File: src/sv/frs_pkg.sv
package frs_pkg;

   localparam int LENGTH_BITS = 32;
   localparam int INDEX_BITS  = 24;

   // command queue between front and back
   localparam int QUEUE_DEPTH    = 4;
   localparam int QUEUE_PTR_BITS = $clog2(QUEUE_DEPTH);

   // request kinds
   localparam logic REQ_DATA = 1'b0;
   localparam logic REQ_EOF  = 1'b1;

   // result status codes
   localparam logic [1:0] STATUS_OK      = 2'd0;
   localparam logic [1:0] STATUS_SYMBOL  = 2'd1;
   localparam logic [1:0] STATUS_SUMMARY = 2'd2;

   // character codes
   localparam logic [7:0] CHAR_GT    = 8'h3e;
   localparam logic [7:0] CHAR_LT    = 8'h3c;
   localparam logic [7:0] CHAR_EQ    = 8'h3d;
   localparam logic [7:0] CHAR_DASH  = 8'h2d;
   localparam logic [7:0] CHAR_SPACE = 8'h20;
   localparam logic [7:0] CHAR_TAB   = 8'h09;
   localparam logic [7:0] CHAR_LF    = 8'h0a;
   localparam logic [7:0] CHAR_VT    = 8'h0b;
   localparam logic [7:0] CHAR_FF    = 8'h0c;
   localparam logic [7:0] CHAR_CR    = 8'h0d;
   localparam logic [7:0] CHAR_UP_A  = 8'h41;
   localparam logic [7:0] CHAR_UP_Z  = 8'h5a;
   localparam logic [7:0] CHAR_A     = 8'h61;
   localparam logic [7:0] CHAR_C     = 8'h63;
   localparam logic [7:0] CHAR_G     = 8'h67;
   localparam logic [7:0] CHAR_N     = 8'h6e;
   localparam logic [7:0] CHAR_T     = 8'h74;
   localparam logic [7:0] CHAR_U     = 8'h75;
   localparam logic [7:0] CHAR_Z     = 8'h7a;
   localparam logic [7:0] CASE_BIT   = 8'h20;

   typedef enum logic [1:0] {
      CMD_COUNT,
      CMD_CLOSE,
      CMD_EOF
   } cmd_op_type;

   // one classified beat for the back end
   typedef struct packed {
      cmd_op_type op;
      logic       open;    // EOF: a record is still open
      logic       nongap;
      logic       letter;
      logic       base;
      logic       amb;
      logic       forbid;
   } cmd_type;

   typedef struct packed {
      logic    push;
      cmd_type cmd;
   } push_type;

   typedef struct packed {
      logic    valid;
      cmd_type cmd;
   } head_type;

   function automatic logic [LENGTH_BITS-1:0] bump_len(input logic [LENGTH_BITS-1:0] v);
      return (&v) ? v : v + LENGTH_BITS'(1);
   endfunction

   function automatic logic [INDEX_BITS-1:0] bump_idx(input logic [INDEX_BITS-1:0] v);
      return (&v) ? v : v + INDEX_BITS'(1);
   endfunction

endpackage

File: src/sv/frs_req_if.sv
interface frs_req_if import frs_pkg::*; ();
   logic       valid;
   logic       ready;
   logic       req_type;
   logic [7:0] data_byte;

   modport source (output valid, req_type, data_byte, input ready);
   modport sink   (input valid, req_type, data_byte, output ready);
endinterface

File: src/sv/frs_rsp_if.sv
interface frs_rsp_if import frs_pkg::*; ();
   logic                   valid;
   logic                   ready;
   logic [1:0]             status;
   logic [INDEX_BITS-1:0]  record_index;
   logic [LENGTH_BITS-1:0] seq_length;
   logic [LENGTH_BITS-1:0] nongap_length;
   logic [LENGTH_BITS-1:0] letter_count;
   logic [LENGTH_BITS-1:0] nucleotide_count;
   logic [LENGTH_BITS-1:0] n_count;
   logic [LENGTH_BITS-1:0] min_length;
   logic [LENGTH_BITS-1:0] max_length;
   logic [INDEX_BITS-1:0]  min_record;
   logic [INDEX_BITS-1:0]  max_record;
   logic                   last;

   modport source (output valid, status, record_index, seq_length, nongap_length,
                   letter_count, nucleotide_count, n_count, min_length, max_length,
                   min_record, max_record, last, input ready);
   modport sink   (input valid, status, record_index, seq_length, nongap_length,
                   letter_count, nucleotide_count, n_count, min_length, max_length,
                   min_record, max_record, last, output ready);
endinterface

File: src/sv/frs_front.sv
module frs_front import frs_pkg::*; (
   input  logic      clock,
   input  logic      reset,
   frs_req_if.sink   req_ch,
   input  logic      csr_we,
   input  logic      csr_wdata,
   input  logic      queue_full,
   output push_type  push
);

   typedef enum logic [1:0] {
      PH_IDLE,
      PH_HEADER,
      PH_SEQ
   } phase_type;

   phase_type  phase_ff, phase_in;
   logic       line_start_ff, line_start_in;
   logic       check_ff;
   logic       accept;
   logic [7:0] c;
   logic [7:0] lc;
   logic       is_space;
   cmd_type    cmd;
   logic       produce;

   assign req_ch.ready = !queue_full;
   assign accept       = req_ch.valid && req_ch.ready;
   assign c            = req_ch.data_byte;

   always_comb begin
      lc       = (c >= CHAR_UP_A && c <= CHAR_UP_Z) ? (c | CASE_BIT) : c;
      is_space = (c == CHAR_SPACE) || (c == CHAR_TAB) || (c == CHAR_LF) ||
                 (c == CHAR_VT) || (c == CHAR_FF) || (c == CHAR_CR);

      cmd.op     = CMD_COUNT;
      cmd.open   = (phase_ff == PH_HEADER) || (phase_ff == PH_SEQ);
      cmd.nongap = (c != CHAR_DASH);
      cmd.letter = (lc >= CHAR_A) && (lc <= CHAR_Z);
      cmd.base   = (lc == CHAR_A) || (lc == CHAR_C) || (lc == CHAR_G) ||
                   (lc == CHAR_T) || (lc == CHAR_U) || (lc == CHAR_N);
      cmd.amb    = (lc == CHAR_N);
      cmd.forbid = check_ff && ((c == CHAR_EQ) || (c == CHAR_LT) || (c == CHAR_GT));

      produce       = 1'b0;
      phase_in      = phase_ff;
      line_start_in = (c == CHAR_LF);

      if (req_ch.req_type == REQ_EOF) begin
         cmd.op        = CMD_EOF;
         produce       = 1'b1;
         phase_in      = PH_IDLE;
         line_start_in = 1'b1;
      end else begin
         unique case (phase_ff)
            PH_HEADER: begin
               if (c == CHAR_LF) phase_in = PH_SEQ;
            end
            PH_SEQ: begin
               if (line_start_ff && c == CHAR_GT) begin
                  cmd.op   = CMD_CLOSE;
                  produce  = 1'b1;
                  phase_in = PH_HEADER;
               end else if (!is_space) begin
                  produce = 1'b1;
               end
            end
            default: begin
               if (line_start_ff && c == CHAR_GT) phase_in = PH_HEADER;
            end
         endcase
      end
   end

   assign push.push = accept && produce;
   assign push.cmd  = cmd;

   always_ff @(posedge clock) begin
      if (reset) begin
         phase_ff      <= PH_IDLE;
         line_start_ff <= 1'b1;
         check_ff      <= 1'b1;
      end else begin
         if (csr_we) check_ff <= csr_wdata;
         if (accept) begin
            phase_ff      <= phase_in;
            line_start_ff <= line_start_in;
         end
      end
   end

endmodule

File: src/sv/frs_queue.sv
module frs_queue import frs_pkg::*; (
   input  logic     clock,
   input  logic     reset,
   input  push_type push,
   input  logic     pop,
   output logic     full,
   output head_type head
);

   cmd_type                   entry_ff [QUEUE_DEPTH];
   logic [QUEUE_PTR_BITS-1:0] wr_ptr_ff;
   logic [QUEUE_PTR_BITS-1:0] rd_ptr_ff;
   logic [QUEUE_PTR_BITS:0]   count_ff;
   logic                      do_push;
   logic                      do_pop;

   assign full       = (count_ff == (QUEUE_PTR_BITS+1)'(QUEUE_DEPTH));
   assign head.valid = (count_ff != '0);
   assign head.cmd   = entry_ff[rd_ptr_ff];
   assign do_push    = push.push && !full;
   assign do_pop     = pop && head.valid;

   always_ff @(posedge clock) begin
      if (reset) begin
         wr_ptr_ff <= '0;
         rd_ptr_ff <= '0;
         count_ff  <= '0;
      end else begin
         if (do_push) wr_ptr_ff <= wr_ptr_ff + QUEUE_PTR_BITS'(1);
         if (do_pop)  rd_ptr_ff <= rd_ptr_ff + QUEUE_PTR_BITS'(1);
         case ({do_push, do_pop})
            2'b10:   count_ff <= count_ff + (QUEUE_PTR_BITS+1)'(1);
            2'b01:   count_ff <= count_ff - (QUEUE_PTR_BITS+1)'(1);
            default: count_ff <= count_ff;
         endcase
      end
   end

   always_ff @(posedge clock) begin
      if (do_push) entry_ff[wr_ptr_ff] <= push.cmd;
   end

endmodule

File: src/sv/frs_back.sv
module frs_back import frs_pkg::*; (
   input  logic     clock,
   input  logic     reset,
   input  head_type head,
   output logic     pop,
   frs_rsp_if.source rsp_ch
);

   logic [LENGTH_BITS-1:0] len_ff, len_in;
   logic [LENGTH_BITS-1:0] nongap_ff, nongap_in;
   logic [LENGTH_BITS-1:0] letters_ff, letters_in;
   logic [LENGTH_BITS-1:0] bases_ff, bases_in;
   logic [LENGTH_BITS-1:0] amb_ff, amb_in;
   logic                   sym_err_ff, sym_err_in;
   logic [INDEX_BITS-1:0]  records_ff, records_in;
   logic [LENGTH_BITS-1:0] shortest_ff, shortest_in;
   logic [LENGTH_BITS-1:0] longest_ff, longest_in;
   logic [INDEX_BITS-1:0]  short_idx_ff, short_idx_in;
   logic [INDEX_BITS-1:0]  long_idx_ff, long_idx_in;
   logic                   eof_split_ff, eof_split_in;

   logic                   out_valid_ff, out_valid_in;
   logic [1:0]             out_status_ff, out_status_in;
   logic [INDEX_BITS-1:0]  out_index_ff, out_index_in;
   logic [LENGTH_BITS-1:0] out_len_ff, out_len_in;
   logic [LENGTH_BITS-1:0] out_nongap_ff, out_nongap_in;
   logic [LENGTH_BITS-1:0] out_letters_ff, out_letters_in;
   logic [LENGTH_BITS-1:0] out_bases_ff, out_bases_in;
   logic [LENGTH_BITS-1:0] out_amb_ff, out_amb_in;
   logic [LENGTH_BITS-1:0] out_min_ff, out_min_in;
   logic [LENGTH_BITS-1:0] out_max_ff, out_max_in;
   logic [INDEX_BITS-1:0]  out_min_idx_ff, out_min_idx_in;
   logic [INDEX_BITS-1:0]  out_max_idx_ff, out_max_idx_in;
   logic                   out_last_ff, out_last_in;

   logic out_free;
   logic emit_rec;
   logic emit_sum;
   logic do_count;
   logic shorter;
   logic longer;
   logic [LENGTH_BITS-1:0] min_new;
   logic [LENGTH_BITS-1:0] max_new;
   logic [INDEX_BITS-1:0]  min_idx_new;
   logic [INDEX_BITS-1:0]  max_idx_new;

   assign out_free = !out_valid_ff || rsp_ch.ready;

   always_comb begin
      emit_rec = 1'b0;
      emit_sum = 1'b0;
      do_count = 1'b0;
      pop      = 1'b0;
      if (head.valid) begin
         unique case (head.cmd.op)
            CMD_COUNT: begin
               do_count = 1'b1;
               pop      = 1'b1;
            end
            CMD_CLOSE: begin
               emit_rec = out_free;
               pop      = out_free;
            end
            CMD_EOF: begin
               // open record: record beat first, summary beat on the next slot
               if (head.cmd.open && !eof_split_ff) begin
                  emit_rec = out_free;
               end else begin
                  emit_sum = out_free;
                  pop      = out_free;
               end
            end
            default: begin
               pop = 1'b1;
            end
         endcase
      end
   end

   always_comb begin
      shorter     = (len_ff < shortest_ff);
      longer      = (len_ff > longest_ff);
      min_new     = shorter ? len_ff : shortest_ff;
      max_new     = longer ? len_ff : longest_ff;
      min_idx_new = shorter ? records_ff : short_idx_ff;
      max_idx_new = longer ? records_ff : long_idx_ff;

      len_in       = len_ff;
      nongap_in    = nongap_ff;
      letters_in   = letters_ff;
      bases_in     = bases_ff;
      amb_in       = amb_ff;
      sym_err_in   = sym_err_ff;
      records_in   = records_ff;
      shortest_in  = shortest_ff;
      longest_in   = longest_ff;
      short_idx_in = short_idx_ff;
      long_idx_in  = long_idx_ff;
      eof_split_in = eof_split_ff;

      out_valid_in   = out_valid_ff && !rsp_ch.ready;
      out_status_in  = out_status_ff;
      out_index_in   = out_index_ff;
      out_len_in     = out_len_ff;
      out_nongap_in  = out_nongap_ff;
      out_letters_in = out_letters_ff;
      out_bases_in   = out_bases_ff;
      out_amb_in     = out_amb_ff;
      out_min_in     = out_min_ff;
      out_max_in     = out_max_ff;
      out_min_idx_in = out_min_idx_ff;
      out_max_idx_in = out_max_idx_ff;
      out_last_in    = out_last_ff;

      if (do_count) begin
         len_in = bump_len(len_ff);
         if (head.cmd.nongap) nongap_in = bump_len(nongap_ff);
         if (head.cmd.letter) letters_in = bump_len(letters_ff);
         if (head.cmd.letter && head.cmd.base) bases_in = bump_len(bases_ff);
         if (head.cmd.letter && head.cmd.amb) amb_in = bump_len(amb_ff);
         if (head.cmd.forbid) sym_err_in = 1'b1;
      end

      if (emit_rec) begin
         out_valid_in   = 1'b1;
         out_status_in  = sym_err_ff ? STATUS_SYMBOL : STATUS_OK;
         out_index_in   = records_ff;
         out_len_in     = len_ff;
         out_nongap_in  = nongap_ff;
         out_letters_in = letters_ff;
         out_bases_in   = bases_ff;
         out_amb_in     = amb_ff;
         out_min_in     = min_new;
         out_max_in     = max_new;
         out_min_idx_in = min_idx_new;
         out_max_idx_in = max_idx_new;
         out_last_in    = (head.cmd.op == CMD_CLOSE);

         shortest_in  = min_new;
         longest_in   = max_new;
         short_idx_in = min_idx_new;
         long_idx_in  = max_idx_new;
         records_in   = bump_idx(records_ff);
         len_in       = '0;
         nongap_in    = '0;
         letters_in   = '0;
         bases_in     = '0;
         amb_in       = '0;
         sym_err_in   = 1'b0;
         if (head.cmd.op == CMD_EOF) eof_split_in = 1'b1;
      end

      if (emit_sum) begin
         out_valid_in   = 1'b1;
         out_status_in  = STATUS_SUMMARY;
         out_index_in   = records_ff;
         out_len_in     = '0;
         out_nongap_in  = '0;
         out_letters_in = '0;
         out_bases_in   = '0;
         out_amb_in     = '0;
         out_min_in     = shortest_ff;
         out_max_in     = longest_ff;
         out_min_idx_in = short_idx_ff;
         out_max_idx_in = long_idx_ff;
         out_last_in    = 1'b1;

         // back to the start-of-file state
         len_in       = '0;
         nongap_in    = '0;
         letters_in   = '0;
         bases_in     = '0;
         amb_in       = '0;
         sym_err_in   = 1'b0;
         records_in   = '0;
         shortest_in  = '1;
         longest_in   = '0;
         short_idx_in = '0;
         long_idx_in  = '0;
         eof_split_in = 1'b0;
      end
   end

   always_ff @(posedge clock) begin
      if (reset) begin
         len_ff       <= '0;
         nongap_ff    <= '0;
         letters_ff   <= '0;
         bases_ff     <= '0;
         amb_ff       <= '0;
         sym_err_ff   <= 1'b0;
         records_ff   <= '0;
         shortest_ff  <= '1;
         longest_ff   <= '0;
         short_idx_ff <= '0;
         long_idx_ff  <= '0;
         eof_split_ff <= 1'b0;
         out_valid_ff <= 1'b0;
      end else begin
         len_ff       <= len_in;
         nongap_ff    <= nongap_in;
         letters_ff   <= letters_in;
         bases_ff     <= bases_in;
         amb_ff       <= amb_in;
         sym_err_ff   <= sym_err_in;
         records_ff   <= records_in;
         shortest_ff  <= shortest_in;
         longest_ff   <= longest_in;
         short_idx_ff <= short_idx_in;
         long_idx_ff  <= long_idx_in;
         eof_split_ff <= eof_split_in;
         out_valid_ff <= out_valid_in;
      end
   end

   always_ff @(posedge clock) begin
      out_status_ff  <= out_status_in;
      out_index_ff   <= out_index_in;
      out_len_ff     <= out_len_in;
      out_nongap_ff  <= out_nongap_in;
      out_letters_ff <= out_letters_in;
      out_bases_ff   <= out_bases_in;
      out_amb_ff     <= out_amb_in;
      out_min_ff     <= out_min_in;
      out_max_ff     <= out_max_in;
      out_min_idx_ff <= out_min_idx_in;
      out_max_idx_ff <= out_max_idx_in;
      out_last_ff    <= out_last_in;
   end

   assign rsp_ch.valid            = out_valid_ff;
   assign rsp_ch.status           = out_status_ff;
   assign rsp_ch.record_index     = out_index_ff;
   assign rsp_ch.seq_length       = out_len_ff;
   assign rsp_ch.nongap_length    = out_nongap_ff;
   assign rsp_ch.letter_count     = out_letters_ff;
   assign rsp_ch.nucleotide_count = out_bases_ff;
   assign rsp_ch.n_count          = out_amb_ff;
   assign rsp_ch.min_length       = out_min_ff;
   assign rsp_ch.max_length       = out_max_ff;
   assign rsp_ch.min_record       = out_min_idx_ff;
   assign rsp_ch.max_record       = out_max_idx_ff;
   assign rsp_ch.last             = out_last_ff;

endmodule

File: src/sv/fasta_record_scanner_core.sv
// channel   dir  beat contents
// --------  ---  ------------------------------------------------------------
// req_ch    in   req_type (data / end of input), data_byte
// rsp_ch    out  status, record_index, five counts, min/max length and index, last
// csr_*     in   csr_we, csr_wdata -> check_symbols (resets to 1)
//
// One byte per cycle until the queue fills and req_ch.ready drops. The front
// classifies each byte and pushes only bytes that matter into a 4-entry command
// queue; the back drains one command per cycle unless a close or end of input
// waits on its single output register. An end of input in an open record sends
// a record beat, then a summary beat. Reset is synchronous; no clearing pass.
// rsp_ch stalls hold the output register; the back stops at the next result.
module fasta_record_scanner_core import frs_pkg::*; (
   input  logic       clock,
   input  logic       reset,
   frs_req_if.sink    req_ch,
   frs_rsp_if.source  rsp_ch,
   input  logic       csr_we,
   input  logic       csr_wdata
);

   push_type push;   // front -> queue
   head_type head;   // queue -> back
   logic     queue_full;
   logic     pop;

   // front: line tracking, header skipping, per-byte classification
   frs_front u_front (
      .clock      (clock),
      .reset      (reset),
      .req_ch     (req_ch),
      .csr_we     (csr_we),
      .csr_wdata  (csr_wdata),
      .queue_full (queue_full),
      .push       (push)
   );

   // decouples byte intake from result back-pressure
   frs_queue u_queue (
      .clock (clock),
      .reset (reset),
      .push  (push),
      .pop   (pop),
      .full  (queue_full),
      .head  (head)
   );

   // back: saturating counters, min/max tracking, result register
   frs_back u_back (
      .clock  (clock),
      .reset  (reset),
      .head   (head),
      .pop    (pop),
      .rsp_ch (rsp_ch)
   );

endmodule
File: src/flat_wrapper.sv
// flat-port wrapper written by rule: the top's interface ports become plain ports
module fasta_record_scanner_core_flat import frs_pkg::*;
  (clock, reset, csr_we, csr_wdata, req_ch_valid, req_ch_req_type, req_ch_data_byte, req_ch_ready, rsp_ch_valid, rsp_ch_status, rsp_ch_record_index, rsp_ch_seq_length, rsp_ch_nongap_length, rsp_ch_letter_count, rsp_ch_nucleotide_count, rsp_ch_n_count, rsp_ch_min_length, rsp_ch_max_length, rsp_ch_min_record, rsp_ch_max_record, rsp_ch_last, rsp_ch_ready);
  frs_req_if req_ch_i ();
  frs_rsp_if rsp_ch_i ();
  input  logic clock;
  input  logic reset;
  input  logic csr_we;
  input  logic csr_wdata;
  input wire logic [$bits(req_ch_i.valid)-1:0] req_ch_valid;
  input wire logic [$bits(req_ch_i.req_type)-1:0] req_ch_req_type;
  input wire logic [$bits(req_ch_i.data_byte)-1:0] req_ch_data_byte;
  output wire logic [$bits(req_ch_i.ready)-1:0] req_ch_ready;
  output wire logic [$bits(rsp_ch_i.valid)-1:0] rsp_ch_valid;
  output wire logic [$bits(rsp_ch_i.status)-1:0] rsp_ch_status;
  output wire logic [$bits(rsp_ch_i.record_index)-1:0] rsp_ch_record_index;
  output wire logic [$bits(rsp_ch_i.seq_length)-1:0] rsp_ch_seq_length;
  output wire logic [$bits(rsp_ch_i.nongap_length)-1:0] rsp_ch_nongap_length;
  output wire logic [$bits(rsp_ch_i.letter_count)-1:0] rsp_ch_letter_count;
  output wire logic [$bits(rsp_ch_i.nucleotide_count)-1:0] rsp_ch_nucleotide_count;
  output wire logic [$bits(rsp_ch_i.n_count)-1:0] rsp_ch_n_count;
  output wire logic [$bits(rsp_ch_i.min_length)-1:0] rsp_ch_min_length;
  output wire logic [$bits(rsp_ch_i.max_length)-1:0] rsp_ch_max_length;
  output wire logic [$bits(rsp_ch_i.min_record)-1:0] rsp_ch_min_record;
  output wire logic [$bits(rsp_ch_i.max_record)-1:0] rsp_ch_max_record;
  output wire logic [$bits(rsp_ch_i.last)-1:0] rsp_ch_last;
  input wire logic [$bits(rsp_ch_i.ready)-1:0] rsp_ch_ready;
  assign req_ch_i.valid = req_ch_valid;
  assign req_ch_i.req_type = req_ch_req_type;
  assign req_ch_i.data_byte = req_ch_data_byte;
  assign req_ch_ready = req_ch_i.ready;
  assign rsp_ch_valid = rsp_ch_i.valid;
  assign rsp_ch_status = rsp_ch_i.status;
  assign rsp_ch_record_index = rsp_ch_i.record_index;
  assign rsp_ch_seq_length = rsp_ch_i.seq_length;
  assign rsp_ch_nongap_length = rsp_ch_i.nongap_length;
  assign rsp_ch_letter_count = rsp_ch_i.letter_count;
  assign rsp_ch_nucleotide_count = rsp_ch_i.nucleotide_count;
  assign rsp_ch_n_count = rsp_ch_i.n_count;
  assign rsp_ch_min_length = rsp_ch_i.min_length;
  assign rsp_ch_max_length = rsp_ch_i.max_length;
  assign rsp_ch_min_record = rsp_ch_i.min_record;
  assign rsp_ch_max_record = rsp_ch_i.max_record;
  assign rsp_ch_last = rsp_ch_i.last;
  assign rsp_ch_i.ready = rsp_ch_ready;
  fasta_record_scanner_core u_core (.clock(clock), .reset(reset), .req_ch(req_ch_i), .rsp_ch(rsp_ch_i), .csr_we(csr_we), .csr_wdata(csr_wdata));
endmodule
File: config.mk
export PLATFORM = sky130hd
export DESIGN_NAME = fasta_record_scanner_core_flat
export DESIGN_NICKNAME = d
export VERILOG_FILES = /design/src/sv/frs_pkg.sv /design/src/sv/frs_req_if.sv /design/src/sv/frs_rsp_if.sv /design/src/sv/frs_front.sv /design/src/sv/frs_queue.sv /design/src/sv/frs_back.sv /design/src/sv/fasta_record_scanner_core.sv /design/src/flat_wrapper.sv
export SDC_FILE = /design/constraint.sdc
export NUM_CORES = 1
export LEC_CHECK = 0
export BUFFER_PORTS_ARGS = -buffer_cell sky130_fd_sc_hd__clkbuf_2
export CORE_UTILIZATION = 55
export DETAILED_ROUTE_END_ITERATION = 7
export PLACE_DENSITY = 0.79
export SLEW_MARGIN = 0
export SYNTH_ARGS = -nofsm -noshare
export SYNTH_HDL_FRONTEND = slang
export SYNTH_SLANG_ARGS = --single-unit
export TNS_END_PERCENT = 1
File: constraint.sdc
create_clock -name clock -period 17 [get_ports clock]
set_input_delay 3.4 -clock clock [delete_from_list [all_inputs] [get_ports clock]]
set_output_delay 3.4 -clock clock [all_outputs]
set_load 0.1 [all_outputs]
== Word level (Yosys, flattened, before mapping) ==
Memory sizes are Yosys's and may differ from the RTL's. A register that Yosys moved wholly into a read port is not among the register bits.
Index checks and enable logic that the tools add are counted.
Storage, ports and cells
  word-level logic and storage cells: 175
  input port bits: 15
  memory bits (writable): 32
  memories: 1
  output and inout port bits: 301
  bits in registers: 609
Operators by class
  eq/ne operators: 24
  add/subtract/negate cells: 10
  order comparisons: 6
  mux-type cells: 45
  reductions and logical operators: 52
  bitwise logic cells: 6
Memory list
  u_core.u_queue.entry_ff: depth 4, bits a word 8, rd ports 1, clocked after memory_dff 1, wr ports 1, line frs_queue.sv:10  | cmd_type entry_ff [QUEUE_DEPTH];
Operators by type and width (number)
  24-bit 2-to-1 mux: 8
  32-bit 2-to-1 mux: 6
  32-bit by 1-bit adder with 32-bit output (second input constant): 5
  32-bit AND reduction: 5
  8-bit by 7-bit == test with 1-bit output (second input constant): 6
  8-bit by 4-bit == test with 1-bit output (second input constant): 5
  8-bit by 6-bit == test with 1-bit output (second input constant): 4
  32-bit > comparator: 1
  32-bit < comparator: 1
  24-bit by 1-bit adder with 24-bit output (second input constant): 1
  24-bit AND reduction: 1
  1-bit 2-to-1 mux: 20
  8-bit by 7-bit >= comparator with 1-bit output (second input constant): 2
  8-bit by 7-bit less-or-equal comparator with 1-bit output (second input constant): 2
  3-bit AND reduction: 5
  1-bit logical OR: 14
  2-bit 2-to-1 mux: 7
  1-bit logical AND: 12
  8-bit by 6-bit inequality test with 1-bit output (second input constant): 1
  2-bit AND reduction: 4
  2-bit by 1-bit == test with 1-bit output (second input constant): 3
  2-bit == test (second input constant): 3
  6-bit 2-to-1 mux: 1
  1-bit NOT: 6
  other kinds (13): 20

== Logic depth before layout (Yosys ltp) ==
  word-level depth: 14
  gate-level depth with buffers: 13
  mapped depth without buffers: 12

== Cells and area by module ==
From an unflattened synthesis, not the netlist that was laid out.
Second synthesis, totals
  cells, all modules: 2936
  area total of the unflattened synthesis: 28324.7 sq um
By module, submodules not included
  frs_back: cells each 2775, instances 1, seq. area each 13332.8 sq um, area an instance 26193.9 sq um
  frs_queue: cells each 94, instances 1, seq. area each 1141.1 sq um, area an instance 1630.3 sq um
  frs_front: cells each 67, instances 1, seq. area each 80.1 sq um, area an instance 500.5 sq um

== Worst setup path after synthesis ==
No wires, ideal clock.
  kind: in2reg
  start: input port rsp_ch_ready
  end: register u_core.u_back.out_max_ff[0] (netlist: u_core.u_back.rsp_ch.max_length[0]) (enable)
  data required time: 16480 ps
  stages on the path: 4
  path slack: 8948 ps
  setup time: 520 ps
  arrival: 7532 ps
  path buffers: 1
  path through: nor2b_1 -> a2111oi_4 -> clkbuf_1 -> nand2b_1
On the way
  longest elaborated chain between the ends: 5
  elaborated cells between the ends (all ways): 8
  those cells by class: mux: 6; reduce/logical: 2
RTL lines
  start: declaration: line flat_wrapper.sv:27  | input wire logic [$bits(rsp_ch_i.ready)-1:0] rsp_ch_ready;
  1-bit logical OR (*): line frs_back.sv:47  | assign out_free = !out_valid_ff || rsp_ch.ready;
  1-bit 2-to-1 mux: line frs_back.sv:66  | if (head.cmd.open && !eof_split_ff) begin
  1-bit one-hot mux with 2 select lines / 1-bit 2-to-1 mux (equally long branches): line frs_back.sv:55  | unique case (head.cmd.op)
  1-bit 2-to-1 mux: line frs_back.sv:54  | if (head.valid) begin
  2-bit nonzero test (no source line) (*)
  end signal: assignment: line frs_back.sv:225  | out_max_ff <= out_max_in;
  end: declaration: line frs_back.sv:31  | logic [LENGTH_BITS-1:0] out_max_ff, out_max_in;
Mark *: on every way between the ends. The rest lies on a longest branch, timed or not.
A chain may end at the register's enable or synchronous reset.

== Worst setup path in the final report ==
  start: input port rsp_ch_ready
  end: register u_core.u_back.bases_ff[20]
On the way
  longest elaborated chain between the ends: 5
  elaborated cells between the ends (all ways): 8
  those cells by class: mux: 6; reduce/logical: 2
RTL lines
  1-bit logical OR (*): line frs_back.sv:47
  1-bit 2-to-1 mux: line frs_back.sv:66
  1-bit one-hot mux with 2 select lines / 1-bit 2-to-1 mux (equally long branches): line frs_back.sv:55
  1-bit 2-to-1 mux: line frs_back.sv:54
  3-bit OR reduction (no source line) (*)
  end signal: assignment: line frs_back.sv:203  | bases_ff <= bases_in;
  end: declaration: line frs_back.sv:12  | logic [LENGTH_BITS-1:0] bases_ff, bases_in;
Marked as above.

==> impl_metrics.json <==
{
  "outcome": "finished, final reports clean",
  "ctsResizeCount": 0,
  "synth_commonest_cells": "dfxtp_1 (475), nand2_1 (431), a21oi_1 (215)",
  "arrival_ns": 7.31,
  "syn_nets": 2830,
  "cts_tree": "built",
  "cp_data_required_time_ns": 17.54,
  "fin_skew_ns": 0.0223,
  "first_iter_violations": 1817,
  "max-slew-margin-rel_pct": 18.1,
  "die_w_um": 224,
  "drc_errors": 0,
  "synth-edff-count": 168,
  "worstPathMaxFanout": 97,
  "synth.most_common_cell": "dfxtp_1",
  "syn_to_final_growth_pct": 14.7,
  "die_y_um": 224,
  "setup_tns_ns": 0,
  "synth_xor_area_share_pct": 5.07,
  "power.density_mw_per_mm2": 151,
  "ant_nets": 0,
  "dieArea_sq_mm": 0.0502,
  "fill_cells": 3863,
  "port_buffers": 315,
  "yosys.area.top_type_share_pct": 35.0,
  "slew_viol_final": 0,
  "synth-seq-cells": 643,
  "swShare_pct": 40.3,
  "syn_inst": 2735,
  "antenna_found_initial": 0,
  "p_leak_nw": 12.2,
  "endpoint": "u_core.u_back.bases_ff[20]",
  "max_freq_ghz": 0.148,
  "clockBufferDepth": 3,
  "fin_crit_ns": 6.77,
  "syn_area_sq_mm": 0.0271,
  "synthAdderAreaFrac_pct": 3.72,
  "pre_cts_ws_ns": 9.67,
  "synth_compound_area_share_pct": 9.66,
  "rows": 81,
  "grt-ovfl-total": 0,
  "fin_nets": 3048,
  "worst_slew_pin_slew_ns": 1.22,
  "synthSimpleGateAreaFrac_pct": 17.9,
  "r2r_slack_ns": 11.76,
  "first_pass_iters": 6,
  "ioPinCount": 316,
  "root_buffer": "clkbuf_16",
  "hold_viol": 0,
  "initial_core_util_pct": 55.6,
  "synthMuxAreaShare_pct": 5.47,
  "period_share_pct": 39.8,
  "p_comb_share_pct": 29.7,
  "grt_max_degree": 170,
  "min_from": "u_core.u_back.rsp_ch.nongap_length[25]",
  "via_per_inst": 5.82,
  "hold_buffers": 0,
  "clock_latency_ns": 0.61,
  "cts_setup_buffers": 0,
  "r2r_cells": 9,
  "place_hpwl_mm": 45.4,
  "ys_top_cells_by_area": "dfxtp_1 (35%), edfxtp_1 (19%), nand2_1 (6.0%)",
  "yosysUniqueCellTypes": 68,
  "grt_use_total_pct": 26.5,
  "pwr-share-seq_pct": 39.2,
  "dp_cells": 3549,
  "timing.final.ws_setup_ns": 10.23,
  "ir_drop_mv": 0.116,
  "p_switching_w": 0.00189,
  "p_int_w": 0.00280,
  "rr_endpoint": "u_core.u_back.bases_ff[20]",
  "setup_viol": 0,
  "grt_setup_unrepaired": "false",
  "stdcell_count": 3671,
  "startpoint": "rsp_ch_ready",
  "clk_pin_slew_worst_paths_ns": 0.06,
  "grt_pass1_vias": 20500,
  "maxCapViolations": 0,
  "syn_avg_cell_area_sq_um": 9.92,
  "grt_pass1_wl_mm": 107,
  "antenna_cells": 0,
  "htreeDepth": 3,
  "vias": 21400,
  "power_frac_clock_pct": 31.1,
  "end_kind": "flop",
  "synth.largest_area_cell": "dfxtp_1",
  "wirelength_mm": 68.1,
  "ys.flop_type": "dfxtp_1",
  "start_kind": "input pin",
  "hp-class": "reg2reg",
  "place.gp.congestion": 0.876,
  "cts.sinks": 643,
  "seq_area_frac_synth_pct": 53.6,
  "cts_buffers": 66,
  "synth_top_family_by_area": "simple AND/OR/NAND/NOR gates",
  "hold_depth": 2,
  "yosysWarnings": 0,
  "wire_per_inst_um": 18.6,
  "async_reset_ff_share_pct": 0,
  "crit_type": "in2reg",
  "drive_gt1_share_pct": 17.8,
  "coreArea_sq_mm": 0.0488
}
-- metal layers --
| layer | vias to the layer above | global-route usage (%) | wire length, um |
|---|---|---|---|
| li1 | 9992 | - | - |
| met1 | 10400 | 35.0 | 29100 |
| met2 | 847 | 43.4 | 32500 |
| met3 | 151 | 3.67 | 4180 |
| met4 | 0 | 11.8 | 2390 |
| met5 | - | 0 | 0 |
-- worst min-delay path by stage --
stage / to / slack (ns)
final: u_core.u_back.rsp_ch.nongap_length[25] / 0.45
after global routing: u_core.u_back.rsp_ch.nongap_length[25] / 0.47
after CTS: u_core.u_back.rsp_ch.nongap_length[25] / 0.46
after detailed placement: u_core.u_back.rsp_ch.status[1] / 0.45
after global placement: u_core.u_back.rsp_ch.status[1] / 0.44
after floorplan: u_core.u_back.rsp_ch.record_index[7] / 0.40
-- stage by stage --
| stage | total power [W] | hold slack, ns | area, sq um | util [%] |
|---|---|---|---|---|
| 3_5_place_dp | 0.00326 | 0.447 | 28900 | 59.2 |
| 2_1_floorplan | 0.00304 | 0.403 | 27100 | - |
| 4_1_cts | 0.00471 | 0.455 | 31100 | 63.7 |
| 5_1_grt | 0.00484 | 0.470 | 31100 | 63.7 |
| 6_report | 0.00469 | 0.453 | 31100 | 63.7 |
| 3_3_place_gp | 0.00323 | 0.439 | 28900 | 59.2 |
-- critical path: stages --
cell	delay [ns]
clkbuf_2	0.08
nor2b_1	0.33
or3_1	0.25
or2_4	0.34
buf_4	0.75
nand2_4	0.79
buf_4	0.60
or4_1	0.59
nand2_1	0.08
-- cell families (layout without fill, tap and decap cells) --
| kind of cell | Yosys count | in the layout |
|---|---|---|
| compound gates | 404 | 404 |
| xor+xnor | 157 | 157 |
| fa+ha+maj | 80 | 80 |
| buf+inv | 286 | 558 |
| flops | 643 | 643 |
| mux | 126 | 126 |
| simple gates | 1039 | 1039 |
-- final cells by class --
class / instances / area (sq um) / area share (%)
flip-flops and latches: 643 / 14600 / 46.8
multi-input cells: 1806 / 11400 / 36.7
clock buffers: 100 / 1990 / 6.41
repair buffers: 332 / 1720 / 5.51
well taps: 664 / 831 / 2.67
inverters: 104 / 390 / 1.25
clock inverters: 22 / 210 / 0.675
-- power groups by stage --
stage | clock network, W | logic (W) | registers (W)
3_3_place_gp | 0 | 0.00137 | 0.00186
6_report | 0.00146 | 0.00139 | 0.00184
2_1_floorplan | 0 | 0.000403 | 0.00264
3_5_place_dp | 0 | 0.00139 | 0.00187
5_1_grt | 0.00154 | 0.00145 | 0.00185
4_1_cts | 0.00147 | 0.00140 | 0.00184
-- cells in the final DEF (no fill, tap or decap), drive strengths merged, types with 80 or more instances in the layout --
cell    synthesis  layout
dfxtp         475     475
nand2         431     431
clkbuf        102     415
a21oi         216     216
nor2          212     212
edfxtp        168     168
inv           104     106
mux2           99      99
xnor2          90      90
nand3          82      82
nand4          81      81
a22o           80      80
No activity file was read; power rests on OpenSTA's default activity.
